--- config.mk ---
export PLATFORM = sky130hd
export DESIGN_NAME = tsf_fifo
export DESIGN_NICKNAME = d
export VERILOG_FILES = /design/src/sv/tsf_pkg.sv /design/src/sv/tsf_fifo.sv
export SDC_FILE = /design/constraint.sdc
export NUM_CORES = 1
export LEC_CHECK = 0
export BUFFER_PORTS_ARGS = -buffer_cell sky130_fd_sc_hd__buf_2
export CAP_MARGIN = 30
export CORE_MARGIN = 8
export CORE_UTILIZATION = 61
export DETAILED_ROUTE_END_ITERATION = 16
export PLACE_DENSITY = 0.84
export SLEW_MARGIN = 20
export SYNTH_ARGS = -nofsm -noshare
export SYNTH_HDL_FRONTEND = slang
export SYNTH_SLANG_ARGS = --single-unit
--- constraint.sdc ---
create_clock -name clk -period 6.9 [get_ports clk]
set_clock_uncertainty 0.05 [all_clocks]
set_input_delay 1.38 -clock clk [delete_from_list [all_inputs] [get_ports clk]]
set_output_delay 1.38 -clock clk [all_outputs]
set_load 0.005 [all_outputs]
--- src/sv/tsf_pkg.sv ---
// Shared constants and types for the triangle sine feature block.
package tsf_pkg;

	localparam int MAX_POINTS = 256;
	localparam int IDX_W = $clog2(MAX_POINTS);

	localparam int FIFO_DEPTH = 4;
	localparam int PTR_W = $clog2(FIFO_DEPTH);
	localparam int CNT_W = $clog2(FIFO_DEPTH + 1);

	// magnitude bits of a unit vector component, one search stage per bit
	localparam int UNIT_W = 15;

	localparam logic CMD_WRITE = 1'b0;
	localparam logic CMD_COMPUTE = 1'b1;

	// -10 in Q5.11
	localparam logic signed [15:0] SENTINEL = -16'sd20480;

	typedef struct packed {
		logic deg;
		logic signed [15:0] x0;
		logic signed [15:0] y0;
		logic signed [15:0] x1;
		logic signed [15:0] y1;
		logic signed [15:0] x2;
		logic signed [15:0] y2;
	} tri_t;

	typedef struct packed {
		logic deg;
		logic [2:0] neg_x;
		logic [2:0] neg_y;
		logic [2:0] zero;
	} side_t;

endpackage

--- src/sv/tsf_fifo.sv ---
// Short queue of triangle words between front and back.
module tsf_fifo import tsf_pkg::*; (
	input  logic clk,
	input  logic arst_n,
	input  logic push,
	input  tri_t wr_data,
	input  logic pop,
	output tri_t rd_data,
	output logic [CNT_W-1:0] count
);

	tri_t buf_q [FIFO_DEPTH];
	logic [PTR_W-1:0] wr_ptr_q;
	logic [PTR_W-1:0] rd_ptr_q;
	logic [CNT_W-1:0] count_q;

	always_ff @(posedge clk) begin
		if (push) begin
			buf_q[wr_ptr_q] <= wr_data;
		end
	end

	always_ff @(posedge clk or negedge arst_n) begin
		if (!arst_n) begin
			wr_ptr_q <= '0;
			rd_ptr_q <= '0;
			count_q <= '0;
		end else begin
			if (push) begin
				wr_ptr_q <= (wr_ptr_q == PTR_W'(FIFO_DEPTH - 1)) ? '0 : wr_ptr_q + 1'b1;
			end
			if (pop) begin
				rd_ptr_q <= (rd_ptr_q == PTR_W'(FIFO_DEPTH - 1)) ? '0 : rd_ptr_q + 1'b1;
			end
			count_q <= count_q + CNT_W'(push) - CNT_W'(pop);
		end
	end

	assign rd_data = buf_q[rd_ptr_q];
	assign count = count_q;

endmodule

==> reports/results.ini, run 1 <==
[placement]
place_congestion=0.704
dp_hpwl_um=16900
io_buffers=200

[logic_synthesis]
synthTopCellsByArea=edfxtp_1, mux4_2, dfrtp_1
postSynthCellCount=541
ys_seq_elements=395
synth_top_area_share_pct=81.0
synth_cell_types=19
synth_seq_area_share_pct=82.2
yosysMostFrequentCell=edfxtp_1
ys.warnings.count=0
ys_async_sr_fraction_pct=1.77
ys_top_cells_by_count=edfxtp_1, mux4_2, buf_4, dfrtp_1, ha_1
synth_edf_count=388
synthFlopType=edfxtp_1
synth_area_mm2=0.0144
syn_area_per_cell_um2=26.6
yosysTopAreaCell=edfxtp_1
synth_fp_nets=650

[timing]
drv_slew=0
fin_crit_sh_pct=62.9
finalHoldViolations=0
slew_headroom_pct=39.7
period_minus_slack_ns=4.34
max_freq_mhz=230
worst_pin_slew_ns=0.905
grt_setup_unrepaired=no
tns_ns=0
setup_viol=0
fin_hold_ws_ns=0.496

[routing]
drcViolationCount=0
drt_iter0_drc=536
ant_nets=0
vias_per_cell=5.85
first_pass_iters=7
vias=6498
drt_wl_total_um=27700
wire_per_inst_um=24.9

[power]
p_switching_uw=1840
powerDensity_mw_per_mm2=412
p_int_uw=5110
power_uw=6950
p_leak_uw=0.00577
vdd_ir_drop_max_mv=0.285
clkPwrFrac_pct=27.6
seqPwrFrac_pct=47.3
p_comb_share_pct=25.1
sw_frac_of_total_pct=26.4

[floorplanning]
start_util_pct=61.6
die-area_mm2=0.0287
core_mm2=0.0233
fp.dieH_um=170
ios=201
rows=56
die-width_um=170

[run]
drv_cap=0

[clock_network]
cts_sinks=395
cts_buffers=38
clockBufferDepth=3
post_cts.repair.setup_buffers=0
clock_latency_ns=0.51
htree_levels=2
clockRootBuffer=clkbuf_16
cts_tree=yes
cts_hold_buf=0
clk_transition_reported_paths_ns=0.06
cts_resized=0

[layout]
syn_to_final_growth_pct=17.3
fin_nets=876
drive_above_1_share_pct=45.6
num-fill-cells=1324

[critical_path]
crit_chain=buf_16 -> buf_4 -> mux4_2 -> buf_2
cpMaxStageDelayCell=dfrtp_4
cp_num_buf_inv=3
ff2ff_setup_slack_ns=4.35
critPathArrivalTime_ns=2.91
crit_type=flip-flop to primary output
rr_startpoint=wr_ptr_q[1]
cp_top_family=buffers and inverters
crit_required_ns=5.47
startpoint=rd_ptr_q[0]
critPathMaxFanout=31
cp_slowest_stage_delay_ns=0.73
endpoint_kind=primary output
critical_path.startpoint_type=flip-flop

[grt]
grt_max_degree=61
antenna_found_initial=4
grt_pass1_wl_um=41800
grt.total_usage_pct=19.6
grt_pass1_vias=7136
grt_overflow_total=0

[min_path]
hp-start=count[1]
min_path_type=flip-flop to flip-flop

[run_status]
status=finished clean

power by group through the flow:
stage                     Sequential, µW  Combinational, µW  Clock, µW
after floorplan                     3220               1190          0
after detailed placement            3340               1780          0
final                               3290               1750       1920
after CTS                           3300               1800       1960
after global routing                3330               1890       2050
after global placement              3360               1660          0
final timing paths:
check | depth (start not counted) | endpoint
setup reg to reg | 4 | buf_q[1][30]
hold reg to reg | 1 | count[2]
setup / recovery | 4 | rd_data[70]
min in group asynchronous | 1 | count[0]
hold / removal | 1 | count[2]
max in group asynchronous | 1 | rd_ptr_q[0]
registers in the layout, indices dropped and copies added (netlist names):
| signal | cells |
|---|---|
| buf_q | 388 |
| count | 3 |
| rd_ptr_q | 2 |
| wr_ptr_q | 2 |
cells by family (layout without fill, tap and decap cells):
logic type	after synthesis	after routing	share of synthesized area [%]
flip-flops	395	395	82.2
multiplexers	99	99	15.3
buffers and inverters	28	277	1.21
adder cells (fa/ha/maj)	8	8	0.748
AND/OR/NAND/NOR	7	7	0.287
AO/OA/AOI/OAI	2	2	0.0696
XOR/XNOR	2	2	0.122
other	0	1	0
cell usage in the layout, fill, tap and decap left out, drive strengths merged:
cell	netlist	final
nand2	1	1
mux4	97	97
bufinv	0	2
and2	4	4
diode	0	1
o21ai	2	2
buf	16	208
xnor2	2	2
or3b	1	1
fa	1	1
ha	7	7
dfrtp	7	7
nor2	1	1
inv	6	7
mux2	2	2
edfxtp	388	388
clkbuf	6	55
clkinv	0	5
final cells by class:
cell class,instances,area (µm²),area share [%]
Antenna cell,1,2.50,0.0148
Clock buffer,55,1060,6.26
Clock inverter,8,90.1,0.534
Inverter,6,22.5,0.133
Multi-Input combinational cell,118,2390,14.2
Sequential cell,395,11800,70.1
Tap cell,319,399,2.36
Timing Repair Buffer,208,1080,6.40
routing by layer:
layer  vias up  wire length, µm  GRT usage [%]
met1      3408            10300           24.1
met4         6              807           6.69
met3        56             1980           4.91
met2       245            14500           33.8
met5         -               34              0
li1       2783                -              -
per-stage QoR:
stage	setup slack (ns)	utilization (%)	instances	cell area [µm²]
final	2.56	72.3	1110	16900
after global routing	2.31	72.3	1110	16900
after CTS	2.43	72.3	1109	16900
after detailed placement	3.01	67.4	1046	15700
after global placement	2.81	67.3	1045	15700
after floorplan	2.76	-	541	14400
Note: power is estimated with default switching activity, not from simulation.
==> run 2: changes to the inputs <==
--- a/config.mk
+++ b/config.mk
@@ -5,12 +5,13 @@
 export SDC_FILE = /design/constraint.sdc
 export NUM_CORES = 1
 export LEC_CHECK = 0
+export ABC_AREA = 1
 export BUFFER_PORTS_ARGS = -buffer_cell sky130_fd_sc_hd__buf_2
 export CAP_MARGIN = 30
 export CORE_MARGIN = 8
-export CORE_UTILIZATION = 61
+export CORE_UTILIZATION = 58
 export DETAILED_ROUTE_END_ITERATION = 16
-export PLACE_DENSITY = 0.84
+export PLACE_DENSITY = 0.8
 export SLEW_MARGIN = 20
 export SYNTH_ARGS = -nofsm -noshare
 export SYNTH_HDL_FRONTEND = slang
==> constraint.sdc (replaced) <==
create_clock -name clk -period 4.4 [get_ports clk]
set_clock_uncertainty 0.05 [all_clocks]
set_input_delay 0.88 -clock clk [delete_from_list [all_inputs] [get_ports clk]]
set_output_delay 0.88 -clock clk [all_outputs]
set_load 0.005 [all_outputs]
==> run 2 against run 1 <==
  * Critical path depth up 1
  * Critical path type unchanged
  * Largest cell class unchanged
  * Core utilization is 4.8 points lower
  * Total power increased by 70%
  * Routed wire length increased by 28%
  * Global-route usage up 0.93 points
  * Design area grew 14%
==> reports/results.ini, run 2 <==
[run_status]
status=finished clean

[power]
vdd_ir_drop_max_mv=0.590
p_leak_uw=0.00904
powerDensity_mw_per_mm2=615

[timing]
period_minus_slack_ns=3.57
slew_headroom_pct=33.1
worst_pin_slew_ns=1.00
drv_slew=0
finalHoldViolations=0
grt_setup_unrepaired=no
max_freq_mhz=280
fin_crit_sh_pct=81.1
finalWorstSetupSlack_ns=0.834
tns_ns=0
fin_hold_ws_ns=0.131
setup_viol=0

[logic_synthesis]
ys_seq_elements=395
synth_seq_area_share_pct=70.6
ys_async_sr_fraction_pct=1.77
ys.warnings.count=0
ys_top_cells_by_count=nand2_1, inv_1, edfxtp_1
yosysTopAreaCell=edfxtp_1
synthTopCellsByArea=edfxtp_1, nand2_1, inv_1
syn_area_per_cell_um2=10.7
synth_cell_types=15
yosysMostFrequentCell=nand2_1
postSynthCellCount=1569
synth_top_area_share_pct=69.6
synth_edf_count=388
synth_area_mm2=0.0167
synthFlopType=edfxtp_1
synth_fp_nets=1678

[clock_network]
cts_tree=yes
post_cts.repair.setup_buffers=0
cts_resized=0
cts_sinks=395
clockBufferDepth=3
clockRootBuffer=clkbuf_16
cts_buffers=40
clk_transition_reported_paths_ns=0.06
cts_hold_buf=0
htree_levels=2
clock_latency_ns=0.52

[grt]
grt_max_degree=197
antenna_found_initial=12
grt_overflow_total=0
grt_pass1_wl_um=55500
grt.total_usage_pct=20.5
grt_pass1_vias=11200

[layout]
final_cell_area_mm2=0.0193
drive_above_1_share_pct=15.6
syn_to_final_growth_pct=15.1
largest_register_ffs=388
layout_common_cells=nand2_1, inv_1, edfxtp_1, buf_2, nand3_1
fin_nets=1866
final_cells=2179
top_register=buf_q
mostFrequentLayoutCell=nand2_1

[routing]
wire_per_inst_um=16.3
first_pass_iters=5
vias=10900
ant_nets=0
vias_per_cell=5.02
drcViolationCount=0
drt_wl_total_um=35500
drt_iter0_drc=817

[placement]
place_congestion=0.810
placed_cells=2099
io_buffers=200
dpl_worst_slack_ns=1.36
post_dp_cell_area_mm2=0.0180
dp_hpwl_um=21000

[critical_path]
crit_type=flip-flop to primary output
critPathArrivalTime_ns=2.64
critPathMaxFanout=63
endpoint_kind=primary output
critical_path.startpoint_type=flip-flop
startpoint=rd_ptr_q[1]
crit_required_ns=3.47
rr_startpoint=wr_ptr_q[0]

[floorplanning]
fp.dieH_um=186
start_util_pct=58.7
die-area_mm2=0.0346
die-width_um=186
ios=201
rows=62
core_mm2=0.0285

[run]
drv_cap=0

[min_path]
min_path_type=primary input to async pin

-- run 2: layout make-up --
| class | count | area (µm²) |
|---|---|---|
| diodes | 8 | 20.0 |
| clock buffers | 46 | 1040 |
| clock inverters | 26 | 231 |
| fillers | 2056 | 9280 |
| inverters | 403 | 1530 |
| multi-input cells | 707 | 2980 |
| flip-flops and latches | 395 | 11800 |
| well taps | 384 | 480 |
| repair buffers | 210 | 1150 |
-- run 2: routing by layer --
| metal | global-route usage [%] | up-vias | wire length, µm |
|---|---|---|---|
| met5 | 0 | - | 59 |
| met4 | 8.00 | 10 | 1080 |
| met3 | 4.51 | 88 | 2450 |
| met2 | 36.7 | 404 | 18300 |
| met1 | 23.8 | 5155 | 13600 |
| li1 | - | 5271 | - |
-- run 2: worst max-delay path, cell delays in order, from the launching register on --
cell and delay (ns):
dfrtp_4 0.70, inv_4 0.69, buf_4 0.38, nand3_1 0.12
nand2_1 0.07, buf_2 0.12
-- run 2: per-stage QoR --
| stage | utilization [%] | power, µW |
|---|---|---|
| floorplan | - | 7350 |
| global placement | 63.0 | 8520 |
| detailed placement | 63.0 | 8660 |
| CTS | 67.4 | 12000 |
| global route | 67.5 | 12500 |
| finish | 67.5 | 11800 |
-- run 2: cells by family after synthesis --
logic type,count (synthesis),share of synthesized area [%]
adder cells (fa/ha/maj),8,0.643
flip-flops,395,70.6
AO/OA/AOI/OAI,4,0.119
buffers and inverters,467,11.6
AND/OR/NAND/NOR,695,17.0
-- run 2: path summary, 6_finish.rpt --
kind | to | slack (ns) | depth (start not counted)
min in group clk | buf_q[2][26] | 0.52 | 1
max reg2reg | buf_q[2][12] | 2.21 | 5
min reg2reg | count[2] | 0.56 | 3
min | count[0] | 0.13 | 1
max | rd_data[17] | 0.83 | 5
max in group asynchronous | rd_ptr_q[0] | 3.98 | 1
-- run 2: where the power goes --
group | leakage, µW | switching, µW | internal, µW
sequential | 0.00365 | 215 | 4830
clock | 0.000635 | 1370 | 1940
combinational | 0.00475 | 2330 | 1170
